File: src/hdl/bsrg_pkg.sv
// Shared types, codes and constants for the single-resource grant unit.
package bsrg_pkg;

    localparam int          PROCS_DEF   = 16;
    localparam logic [7:0]  CAP_RESET   = 8'd10;
    localparam int          WORK_W      = 9;
    localparam int          PADDR_W     = 3;
    localparam logic        REG_CAPACITY = 1'b0;

    typedef enum logic {
        CMD_DECLARE = 1'b0,
        CMD_REQUEST = 1'b1
    } t_cmd;

    typedef enum logic [1:0] {
        ST_OK        = 2'd0,
        ST_NO_NEED   = 2'd1,
        ST_NONE_FREE = 2'd2,
        ST_UNSAFE    = 2'd3
    } t_status;

    typedef struct packed {
        logic       cmd;
        logic [3:0] process_id;
        logic [7:0] claim_units;
    } t_item;

    typedef struct packed {
        logic [1:0] status;
        logic [7:0] free_after;
    } t_result;

    typedef enum logic [2:0] {
        OP_NONE,
        OP_CLEAR,
        OP_DECLARE,
        OP_GRANT,
        OP_ROLLBACK
    } t_cell_op;

    // broadcast from the controller to every cell
    typedef struct packed {
        t_cell_op   op;
        logic [3:0] pid;
        logic [7:0] claim;
        logic       clear_done;
        logic       kill;
    } t_cell_ctl;

    // safety-scan token handed from cell to cell
    typedef struct packed {
        logic              valid;
        logic [WORK_W-1:0] work;
    } t_link;

    // per-cell status back to the controller
    typedef struct packed {
        logic hit;
        logic done;
        logic sel_zero;
    } t_cell_stat;

    typedef enum logic [1:0] {
        FSM_IDLE,
        FSM_DECIDE,
        FSM_INJECT,
        FSM_SCAN
    } t_state;

endpackage

File: src/hdl/bsrg_cell.sv
// One process cell: holds held units, remaining need and the finished flag.
module bsrg_cell #(
    parameter int IDX = 0
) (
    input  logic                i_clk,
    input  logic                i_rst_n,
    input  bsrg_pkg::t_cell_ctl i_ctl,
    input  bsrg_pkg::t_link     i_link,
    output bsrg_pkg::t_link     o_link,
    output bsrg_pkg::t_cell_stat o_stat
);
    import bsrg_pkg::*;

    logic [7:0]        r_held, n_held;
    logic [7:0]        r_need, n_need;
    logic              r_done, n_done;
    logic              r_valid, n_valid;
    logic [WORK_W-1:0] r_work, n_work;
    logic              w_sel;
    logic              w_hit;

    // decode the broadcast and process a passing token
    always_comb begin
        w_sel   = (int'(i_ctl.pid) == IDX);
        w_hit   = i_link.valid && !r_done && ({1'b0, r_need} <= i_link.work);
        n_held  = r_held;
        n_need  = r_need;
        case (i_ctl.op)
            OP_CLEAR: begin
                n_held = '0;
                n_need = '0;
            end
            OP_DECLARE: begin
                if (w_sel) begin
                    n_need = (i_ctl.claim > r_held) ? (i_ctl.claim - r_held) : '0;
                end
            end
            OP_GRANT: begin
                if (w_sel) begin
                    n_held = r_held + 8'd1;
                    n_need = r_need - 8'd1;
                end
            end
            OP_ROLLBACK: begin
                if (w_sel) begin
                    n_held = r_held - 8'd1;
                    n_need = r_need + 8'd1;
                end
            end
            default: begin
            end
        endcase
        n_done  = i_ctl.clear_done ? 1'b0 : (r_done | w_hit);
        n_valid = i_link.valid && !i_ctl.kill;
        n_work  = i_link.work + (w_hit ? {1'b0, r_held} : {WORK_W{1'b0}});
    end

    // hold state and pass the token on
    always_ff @(posedge i_clk) begin
        if (!i_rst_n) begin
            r_held  <= '0;
            r_need  <= '0;
            r_done  <= 1'b0;
            r_valid <= 1'b0;
        end else begin
            r_held  <= n_held;
            r_need  <= n_need;
            r_done  <= n_done;
            r_valid <= n_valid;
        end
        r_work <= n_work;
    end

    assign o_link.valid    = r_valid;
    assign o_link.work     = r_work;
    assign o_stat.hit      = w_hit;
    assign o_stat.done     = r_done;
    assign o_stat.sel_zero = w_sel && (r_need == 8'd0);

endmodule

File: src/hdl/bsrg_ctrl.sv
// Controller: item decode, free-unit count, scan sequencing and result register.
module bsrg_ctrl #(
    parameter int PROCS = bsrg_pkg::PROCS_DEF
) (
    input  logic                            i_clk,
    input  logic                            i_rst_n,
    input  logic                            i_start,
    input  bsrg_pkg::t_item                 i_item,
    input  logic                            i_cfg_wr,
    input  logic [7:0]                      i_cfg_data,
    input  bsrg_pkg::t_cell_stat [PROCS-1:0] i_stat,
    output bsrg_pkg::t_cell_ctl             o_ctl,
    output bsrg_pkg::t_link                 o_inject,
    output logic                            o_busy,
    output logic                            o_strobe,
    output bsrg_pkg::t_result               o_result
);
    import bsrg_pkg::*;

    localparam int IDLE_W = $clog2(PROCS + 1);

    t_state            r_state, n_state;
    t_item             r_item, n_item;
    logic [7:0]        r_free, n_free;
    logic [IDLE_W-1:0] r_idle, n_idle;
    logic              r_strobe, n_strobe;
    t_result           r_result, n_result;
    logic              w_any_hit;
    logic              w_all_done;
    logic              w_sel_zero;
    logic              w_in_range;

    // gather cell status
    always_comb begin
        w_any_hit  = 1'b0;
        w_all_done = 1'b1;
        w_sel_zero = 1'b0;
        for (int i = 0; i < PROCS; i++) begin
            w_any_hit  = w_any_hit | i_stat[i].hit;
            w_all_done = w_all_done & i_stat[i].done;
            w_sel_zero = w_sel_zero | i_stat[i].sel_zero;
        end
        w_in_range = (int'(r_item.process_id) < PROCS);
    end

    // state register
    always_ff @(posedge i_clk) begin
        if (!i_rst_n) begin
            r_state  <= FSM_IDLE;
            r_free   <= CAP_RESET;
            r_idle   <= '0;
            r_strobe <= 1'b0;
        end else begin
            r_state  <= n_state;
            r_free   <= n_free;
            r_idle   <= n_idle;
            r_strobe <= n_strobe;
        end
        r_item   <= n_item;
        r_result <= n_result;
    end

    // next state, cell commands and result
    always_comb begin
        n_state  = r_state;
        n_item   = r_item;
        n_free   = r_free;
        n_idle   = r_idle;
        n_strobe = 1'b0;
        n_result = r_result;
        o_ctl.op         = OP_NONE;
        o_ctl.pid        = r_item.process_id;
        o_ctl.claim      = r_item.claim_units;
        o_ctl.clear_done = 1'b0;
        o_ctl.kill       = 1'b0;
        o_inject.valid   = 1'b0;
        o_inject.work    = {1'b0, r_free};
        case (r_state)
            FSM_IDLE: begin
                if (i_cfg_wr) begin
                    n_free   = i_cfg_data;
                    o_ctl.op = OP_CLEAR;
                end
                if (i_start) begin
                    n_item  = i_item;
                    n_state = FSM_DECIDE;
                end
            end
            FSM_DECIDE: begin
                n_state             = FSM_IDLE;
                n_strobe            = 1'b1;
                n_result.status     = ST_OK;
                n_result.free_after = r_free;
                if (r_item.cmd == CMD_DECLARE) begin
                    if (w_in_range) begin
                        o_ctl.op = OP_DECLARE;
                    end
                end else if (!w_in_range || w_sel_zero) begin
                    n_result.status = ST_NO_NEED;
                end else if (r_free == 8'd0) begin
                    n_result.status = ST_NONE_FREE;
                end else begin
                    // allocate tentatively, then scan
                    o_ctl.op         = OP_GRANT;
                    o_ctl.clear_done = 1'b1;
                    n_free           = r_free - 8'd1;
                    n_strobe         = 1'b0;
                    n_state          = FSM_INJECT;
                end
            end
            FSM_INJECT: begin
                o_inject.valid = 1'b1;
                n_idle         = w_any_hit ? '0 : IDLE_W'(1);
                n_state        = FSM_SCAN;
            end
            FSM_SCAN: begin
                n_result.free_after = r_free;
                if (w_all_done) begin
                    o_ctl.kill      = 1'b1;
                    n_strobe        = 1'b1;
                    n_result.status = ST_OK;
                    n_state         = FSM_IDLE;
                end else if (r_idle == IDLE_W'(PROCS)) begin
                    // a full lap without progress: roll back
                    o_ctl.kill          = 1'b1;
                    o_ctl.op            = OP_ROLLBACK;
                    n_free              = r_free + 8'd1;
                    n_strobe            = 1'b1;
                    n_result.status     = ST_UNSAFE;
                    n_result.free_after = r_free + 8'd1;
                    n_state             = FSM_IDLE;
                end else begin
                    n_idle = w_any_hit ? '0 : (r_idle + IDLE_W'(1));
                end
            end
            default: begin
                n_state = FSM_IDLE;
            end
        endcase
    end

    assign o_busy   = (r_state != FSM_IDLE);
    assign o_strobe = r_strobe;
    assign o_result = r_result;

endmodule

File: src/hdl/bankers_single_resource_grant_unit.sv
// Top level: APB register, controller and the ring of process cells.
//
//  channel   | handshake                  | payload
//  ----------+----------------------------+---------------------------
//  item in   | start && !busy             | i_item (cmd, id, claim)
//  result    | o_result_strobe, one cycle | o_result (status, free)
//  config    | psel, penable, pwrite      | paddr, pwdata / prdata
//
//  Declares and refused requests are settled in the DECIDE state, which sets the
//  registered result strobe on the way back to IDLE. A request that passes the
//  checks runs the scan token around the cell ring, one cell per cycle, until
//  all cells are finished or a full lap passes with no progress.
//  Reset is synchronous and restores capacity 10 with all cells cleared.
//  The receiver cannot stall; busy holds off new items until the result is out.
module bankers_single_resource_grant_unit #(
    parameter int PROCS = bsrg_pkg::PROCS_DEF
) (
    input  logic                           i_clk,
    input  logic                           i_rst_n,
    input  logic                           start,
    output logic                           busy,
    input  bsrg_pkg::t_item                i_item,
    output logic                           o_result_strobe,
    output bsrg_pkg::t_result              o_result,
    input  logic                           psel,
    input  logic                           penable,
    input  logic                           pwrite,
    input  logic [bsrg_pkg::PADDR_W-1:0]   paddr,
    input  logic [31:0]                    pwdata,
    output logic [31:0]                    prdata,
    output logic                           pready
);
    import bsrg_pkg::*;

    logic [7:0]                  r_cap;
    logic                        w_cfg_wr;
    t_cell_ctl                   w_ctl;
    t_link                       w_inject;
    t_link                       w_ring_in;
    t_link     [PROCS-1:0]       w_link;
    t_cell_stat [PROCS-1:0]      w_stat;
    logic      [PROCS-1:0]       w_tok;

    // capacity register write
    assign w_cfg_wr = psel && penable && pwrite && pready && (paddr[2] == REG_CAPACITY);

    always_ff @(posedge i_clk) begin
        if (!i_rst_n) begin
            r_cap <= CAP_RESET;
        end else begin
            if (w_cfg_wr) begin
                r_cap <= pwdata[7:0];
            end
        end
    end

    assign pready = 1'b1;
    assign prdata = (paddr[2] == REG_CAPACITY) ? {24'd0, r_cap} : 32'd0;

    bsrg_ctrl #(
        .PROCS (PROCS)
    ) u_ctrl (
        .i_clk      (i_clk),
        .i_rst_n    (i_rst_n),
        .i_start    (start),
        .i_item     (i_item),
        .i_cfg_wr   (w_cfg_wr),
        .i_cfg_data (pwdata[7:0]),
        .i_stat     (w_stat),
        .o_ctl      (w_ctl),
        .o_inject   (w_inject),
        .o_busy     (busy),
        .o_strobe   (o_result_strobe),
        .o_result   (o_result)
    );

    // close the ring; the controller injects a fresh token into cell zero
    assign w_ring_in = w_inject.valid ? w_inject : w_link[PROCS-1];

    for (genvar g = 0; g < PROCS; g++) begin : g_cell
        bsrg_cell #(
            .IDX (g)
        ) u_cell (
            .i_clk   (i_clk),
            .i_rst_n (i_rst_n),
            .i_ctl   (w_ctl),
            .i_link  ((g == 0) ? w_ring_in : w_link[(g == 0) ? 0 : g - 1]),
            .o_link  (w_link[g]),
            .o_stat  (w_stat[g])
        );
    end

    // gather the token valid bits
    always_comb begin
        for (int i = 0; i < PROCS; i++) begin
            w_tok[i] = w_link[i].valid;
        end
    end

`ifndef SYNTHESIS
    // at most one scan token circulates
    a_one_token: assert property (@(posedge i_clk) disable iff (!i_rst_n)
        $countones(w_tok) <= 1)
        else $error("more than one scan token in the ring");

    // a result appears only once the unit is free again
    a_strobe_idle: assert property (@(posedge i_clk) disable iff (!i_rst_n)
        o_result_strobe |-> !busy)
        else $error("result strobe while busy");

    // one result per transaction
    a_strobe_pulse: assert property (@(posedge i_clk) disable iff (!i_rst_n)
        o_result_strobe |=> !o_result_strobe)
        else $error("result strobe repeated");

    // an accepted transaction makes the unit busy
    a_accept_busy: assert property (@(posedge i_clk) disable iff (!i_rst_n)
        (start && !busy) |=> busy)
        else $error("accepted transaction did not raise busy");

    // no token left behind once idle
    a_idle_clean: assert property (@(posedge i_clk) disable iff (!i_rst_n)
        (!busy && !$past(busy)) |-> (w_tok == '0))
        else $error("scan token present while idle");
`endif

endmodule
File: config.mk
export PLATFORM = sky130hd
export DESIGN_NAME = bankers_single_resource_grant_unit
export DESIGN_NICKNAME = d
export VERILOG_FILES = /design/src/hdl/bsrg_pkg.sv /design/src/hdl/bsrg_cell.sv /design/src/hdl/bsrg_ctrl.sv /design/src/hdl/bankers_single_resource_grant_unit.sv
export SDC_FILE = /design/constraint.sdc
export NUM_CORES = 2
export LEC_CHECK = 0
export BUFFER_PORTS_ARGS = -buffer_cell sky130_fd_sc_hd__buf_2
export CAP_MARGIN = 20
export CORE_AREA = 4 4 283 285
export CTS_CLUSTER_SIZE = 12
export DETAILED_ROUTE_END_ITERATION = 8
export DIE_AREA = 0 0 287 289
export PLACE_DENSITY = 0.71
export SETUP_SLACK_MARGIN = 0.4
export SLEW_MARGIN = 20
export SYNTH_ARGS = -nofsm -noshare
export SYNTH_HDL_FRONTEND = slang
export SYNTH_HIERARCHICAL = 1
export SYNTH_SLANG_ARGS = --single-unit
File: constraint.sdc
create_clock -name i_clk -period 21.8 [get_ports i_clk]
set_input_delay 2.18 -clock i_clk [delete_from_list [all_inputs] [get_ports i_clk]]
set_output_delay 2.18 -clock i_clk [all_outputs]
set_load 0.03 [all_outputs]
-- Word-level counts from Yosys, hierarchy flattened
Index checks and enable logic that the tools add are counted.
- $add $sub $neg: 99
- $lt $le $gt $ge: 32
- equal/unequal tests: 80
- mux-type cells: 191
- bitwise gates (word level): 63
- reduce and logical (&&, ||, !) cells: 147
- operators with widths (kind ; number):
    $mux W8 ; 120
    $pmux W8 S4 ; 16
    $pmux W8 S3 ; 17
    $add A8 B1 Y8 const B ; 33
    $sub A8 B1 Y8 const B ; 33
    $add A9 B9 Y9 ; 16
    $le A8 B9 Y1 ; 16
    $logic_not A8 Y1 ; 17
    $gt A8 B8 Y1 ; 16
    $sub A8 B8 Y8 ; 16
    $ne A2 B1 Y1 const B ; 51
    $logic_and A1 B1 Y1 ; 67
    $reduce_and A4 Y1 ; 16
    $reduce_and A3 Y1 ; 17
    $or A1 B1 Y1 ; 46
    $eq A4 B4 Y1 const B ; 8
    $mux W2 ; 11
    $mux W10 ; 2
    $pmux W10 S2 ; 1
    $logic_not A1 Y1 ; 17
    $eq A4 B3 Y1 const B ; 4
    $and A1 B1 Y1 ; 15
    $mux W5 ; 3
    $mux W1 ; 13
    other kinds (25) ; 41
- register bits: 479
- input port bits: 54
- output and inout port bits: 45
- word-level logic and storage cells: 702

-- Depth between registers and ports, before layout
- depth in word-level cells: 24
- depth in mapped cells: 23

-- Modules after synthesis
Netlist, hierarchy kept.
- by module, submodules not included (module ; times used ; cells each ; area each (sq um) ; sequential area each (sq um)):
    bsrg_cell (g_cell[13].u_cell ...) ; 2 ; 295 ; 2487.4 ; 540.5
    bsrg_cell (g_cell[1].u_cell ...) ; 2 ; 297 ; 2464.9 ; 540.5
    bsrg_cell (g_cell[15].u_cell ...) ; 2 ; 296 ; 2446.1 ; 540.5
    bsrg_cell (g_cell[12].u_cell ...) ; 2 ; 296 ; 2428.6 ; 540.5
    bsrg_cell (g_cell[0].u_cell) ; 1 ; 295 ; 2492.4 ; 540.5
    bsrg_cell (g_cell[10].u_cell) ; 1 ; 295 ; 2477.4 ; 540.5
    bsrg_cell (g_cell[9].u_cell) ; 1 ; 303 ; 2474.9 ; 540.5
    bsrg_cell (g_cell[7].u_cell) ; 1 ; 306 ; 2469.9 ; 540.5
    bsrg_cell (g_cell[11].u_cell) ; 1 ; 296 ; 2452.4 ; 540.5
    bsrg_cell (g_cell[4].u_cell) ; 1 ; 297 ; 2449.8 ; 540.5
    bsrg_cell (g_cell[6].u_cell) ; 1 ; 301 ; 2444.8 ; 540.5
    bsrg_cell (g_cell[8].u_cell) ; 1 ; 302 ; 2427.3 ; 540.5
    bsrg_ctrl ; 1 ; 234 ; 2245.9 ; 1011.0
    bankers_single_resource_grant_unit ; 1 ; 81 ; 713.2 ; 160.2

-- Worst setup path before layout
No wires, ideal clock.
- kind: reg-to-reg
- from: register u_ctrl.r_item, in the netlist u_ctrl/o_ctl[10]
- to: register g_cell[8].u_cell.r_held[7]
- setup time: 0.074 ns
- data arrival time: 8.787 ns
- required time: 21.726 ns
- path slack: 12.939 ns
- stages on the path, launching flop included: 17
- path through: edfxtp_1 > buf_4 > and4bb_2 > and3_1 > nor4_1 > and4_1 > nand3_1 > o21ai_0 > nor2_1 > nand2_1 > clkinv_1 > ha_1 > or4_1 > o22ai_1 > xnor2_1 > or3_1 > a31oi_1
- RTL lines (element ; RTL line ; source):
    from (decl) ; bsrg_ctrl.sv:23 ; t_item r_item, n_item;
    from (signal assigned) ; bsrg_ctrl.sv:59 ; r_item <= n_item;
    to (signal assigned) ; bsrg_cell.sv:66 ; r_held <= n_held;
    to (decl) ; bsrg_cell.sv:14 ; logic [7:0] r_held, n_held;

==> results.yml <==
detailed_routing:
  drc: 0
  firstDrtPassIters: 8
  routed_wirelength_um: 113000
  post_drt_wl_per_cell_um: 18.4
  vias_per_cell: 5.97
  drt_iter0_markers: 2356
  postRouteAntennaNets: 0
  vias: 36648
die:
  rows: 102
  ioPinCount: 99
  die_area_um2: 82900
  core_area_um2: 77300
  dieHeight_um: 289
  initial_core_util_pct: 54.7
  die_x_um: 287
setup_path:
  cp_max_fo: 37
  r2r_end: "g_cell[5].u_cell/r_held[7]$_SDFFE_PN0P_"
  cp.arrival_ps: 7680
  cpMostUsedCell: "buf_4"
  critPathLaunchType: "register"
  reg2reg_from: "u_ctrl/o_ctl[11]$_DFFE_PP_"
  required_ps: 22290
  path_class: "register to register"
  path_delay_family: "simple AND/OR/NAND/NOR gates"
  setup.worst_path.end_class: "register"
  r2r_slack_ps: 14610
  cp_cell_sequence: "buf_4, nor2_1, and3_1, and3_1, nor4_1, and4_1, nand2_1, a21oi_4, buf_4, buf_4, nor2_1, nand2_1, inv_1, ha_1, or4_1, o22ai_1, xnor2_1, mux2i_1, a21boi_0"
  reg2reg_depth: 19
  critPathBufInv: 4
  slowest_delay_ps: 920
  critPathSlowestCell: "nor4_1"
clocking:
  cts_tree: "yes"
  cts_setup_buffers: 0
  cts_resized: 0
  clk_path_buf_depth: 3
  cts_hold_buf: 0
  htreeDepth: 2
  cts_num_sinks: 479
  cts-root-buf: "clkbuf_16"
  clkLatencyLatePin_ps: 610
  cts_buffers: 56
  clk_pin_slew_ps: 60
yosys:
  async_flop_share_pct: 0
  synth_common_cells: "ha_1, a21oi_1, dfxtp_1"
  ys_top_cells_by_area: "dfxtp_1, ha_1, a21oi_1"
  seq_area_frac_synth_pct: 23.2
  yosysMostFrequentCell: "ha_1"
  synth_top_area_share_pct: 21.6
  synth_edf_count: 23
  synth_top_cell_by_area: "dfxtp_1"
  avgSynthCellArea_um2: 8.33
  synth_ff_type: "dfxtp_1"
  ys_warn_count: 6
  syn-cell-area_um2: 42300
  synthCells: 5078
  yosysUniqueCellTypes: 120
  ys_seq_elements: 479
flow_run:
  drv_cap: 0
finish:
  syn2layout_area_growth_pct: 6.58
  nFillCells: 7034
  nets: 5749
  diodes: 0
  drive_gt1_share_pct: 6.99
worst_hold_path:
  hold_path_startpoint: "g_cell[12].u_cell/r_valid$_SDFF_PN0_"
  holdPathEnd: "g_cell[13].u_cell/r_valid$_SDFF_PN0_"
  whs_path_depth: 2
  hold_path_class: "register to register"
timing:
  slew_viol_final: 0
  finalSetupTns_ps: 0
  fmax_ghz: 0.139
  rsz0062_at_grt: "false"
  tightest_slew_ps: 1170
  finalCritPeriodShare_pct: 33.0
  relSlewSlack_pct: 21.3
  setup_viol: 0
  worst_clock_skew_ps: 15.5
  finalHoldViolCount: 0
  hold_ws_ps: 436
  finalCriticalPeriod_ps: 7190
global_route:
  grt_pass1_vias: 34726
  antenna_found_initial: 2
  gr-total-overflow: 0
  grt_usage_pct: 26.6
  grt_max_degree: 174
  grt_pass1_wl_um: 182000
status:
  status: "finished, final reports clean"
power:
  ir_worst_vdd_mv: 0.0684
  p_leak_nw: 19.1
  power_density_nw_per_um2: 61.9
placed_design:
  io_buffers: 47
  detailed_place_hpwl_um: 81400
  place_congestion: 0.908
## per-layer routing
layer  GRT usage, %  wire length, µm
met5              0                0
met4           7.49             3380
met3           2.93             6610
met2           45.0            52000
met1           35.9            51200
## stage by stage
step                      power (mW)  worst slack, ps  cell area (µm²)  instances  utilization, %
after floorplan                 1.57            12940            42400       5101               -
after global placement          1.73            14910            43000       6033            55.7
after detailed placement        1.74            14800            43000       6033            55.7
after CTS                       2.80            14770            45100       6136            58.3
after global routing            2.94            14380            45100       6136            58.3
final                           2.79            14610            45100       6136            58.3
## worst register-to-register path, cell delays in order (launching register included)
cell and delay (ps):
edfxtp_1 330, buf_4 460, nor2_1 170, and3_1 240, and3_1 170, nor4_1 920
and4_1 540, nand2_1 160, a21oi_4 550, buf_4 620, buf_4 560, nor2_1 110
nand2_1 390, inv_1 320, ha_1 320, or4_1 510, o22ai_1 210, xnor2_1 170
mux2i_1 220, a21boi_0 100
## power by group
group	internal, mW	switching [mW]
clock	0.650	0.401
combinational	0.317	0.434
sequential	0.931	0.0590
## area by class of cell
type / instances / area [µm²] / share of cell area, %
clock inverter: 31 / 489 / 1.09
timing repair buffer: 73 / 453 / 1.00
clock buffer: 72 / 1540 / 3.42
tap: 1040 / 1300 / 2.89
inverter: 438 / 1650 / 3.66
sequential: 479 / 9820 / 21.8
multi-input combinational: 4003 / 29800 / 66.2
## kinds of logic (layout without fill, tap and decap cells)
kind of cell,count (synthesis),in the layout,share of synthesized area [%]
flip-flops,479,479,23.2
AO/OA/AOI/OAI,1537,1537,23.7
other,3,26,0.0266
buffers and inverters,619,614,6.58
XOR/XNOR,319,319,6.60
AND/OR/NAND/NOR,1429,1429,18.5
multiplexers,48,48,1.17
adder cells (fa/ha/maj),644,644,20.2
## sequential cells by signal, summed over array words and instances (netlist names), named ones only
register	count
g_cell.u_cell/r_need	128
u_ctrl/o_result	10
g_cell.u_cell/r_work	144
u_ctrl/o_ctl	12
u_ctrl/r_free	8
g_cell.u_cell/r_held	128
u_ctrl/r_item	1
r_cap	8
u_ctrl/r_idle	5
u_ctrl/r_state	1
g_cell.u_cell/r_done	16
u_ctrl/o_strobe	1
g_cell.u_cell/r_valid	16
## placed cells by master (no fill, tap or decap), types with 24 or more instances in the layout
cell type | synthesis | routed
nor2b_1 | 195 | 195
nor2_1 | 249 | 247
xnor2_1 | 206 | 206
clkbuf_16 | 0 | 57
a21boi_0 | 33 | 33
dfxtp_1 | 456 | 456
a22oi_1 | 72 | 72
inv_1 | 428 | 428
o21ai_1 | 24 | 24
mux2i_1 | 38 | 38
and2_1 | 113 | 113
nand4_1 | 42 | 42
conb_1 | 3 | 26
buf_4 | 91 | 25
and4_1 | 25 | 25
a21o_1 | 99 | 99
o21a_1 | 91 | 91
nor4_1 | 50 | 50
a21boi_1 | 28 | 28
or4_1 | 38 | 38
xor2_1 | 113 | 113
o21ai_0 | 309 | 308
fa_1 | 64 | 64
and3_1 | 29 | 29
nand2b_1 | 63 | 63
nor3_1 | 122 | 121
or2_2 | 32 | 32
nand3_1 | 101 | 101
o211ai_1 | 52 | 52
a211oi_1 | 61 | 61
buf_2 | 23 | 46
ha_1 | 580 | 580
nand2_1 | 263 | 263
a21oi_1 | 462 | 461
o22ai_1 | 35 | 33
## worst max path at each step
stage                                     from                                       end  slack (ps)  cells after the start
finish              u_ctrl/o_ctl[11]$_DFFE_PP_   g_cell[5].u_cell/r_held[7]$_SDFFE_PN0P_       14610                     19
global route        u_ctrl/o_ctl[12]$_DFFE_PP_   g_cell[5].u_cell/r_held[7]$_SDFFE_PN0P_       14380                     18
CTS                 u_ctrl/o_ctl[12]$_DFFE_PP_   g_cell[5].u_cell/r_held[7]$_SDFFE_PN0P_       14770                     18
detailed placement  u_ctrl/o_ctl[12]$_DFFE_PP_   g_cell[5].u_cell/r_held[7]$_SDFFE_PN0P_       14800                     18
global placement    u_ctrl/o_ctl[12]$_DFFE_PP_  g_cell[12].u_cell/r_held[7]$_SDFFE_PN0P_       14910                     19
floorplan           u_ctrl/o_ctl[10]$_DFFE_PP_   g_cell[8].u_cell/r_held[7]$_SDFFE_PN0P_       12940                     16
Power figures use the tool's default switching activity.
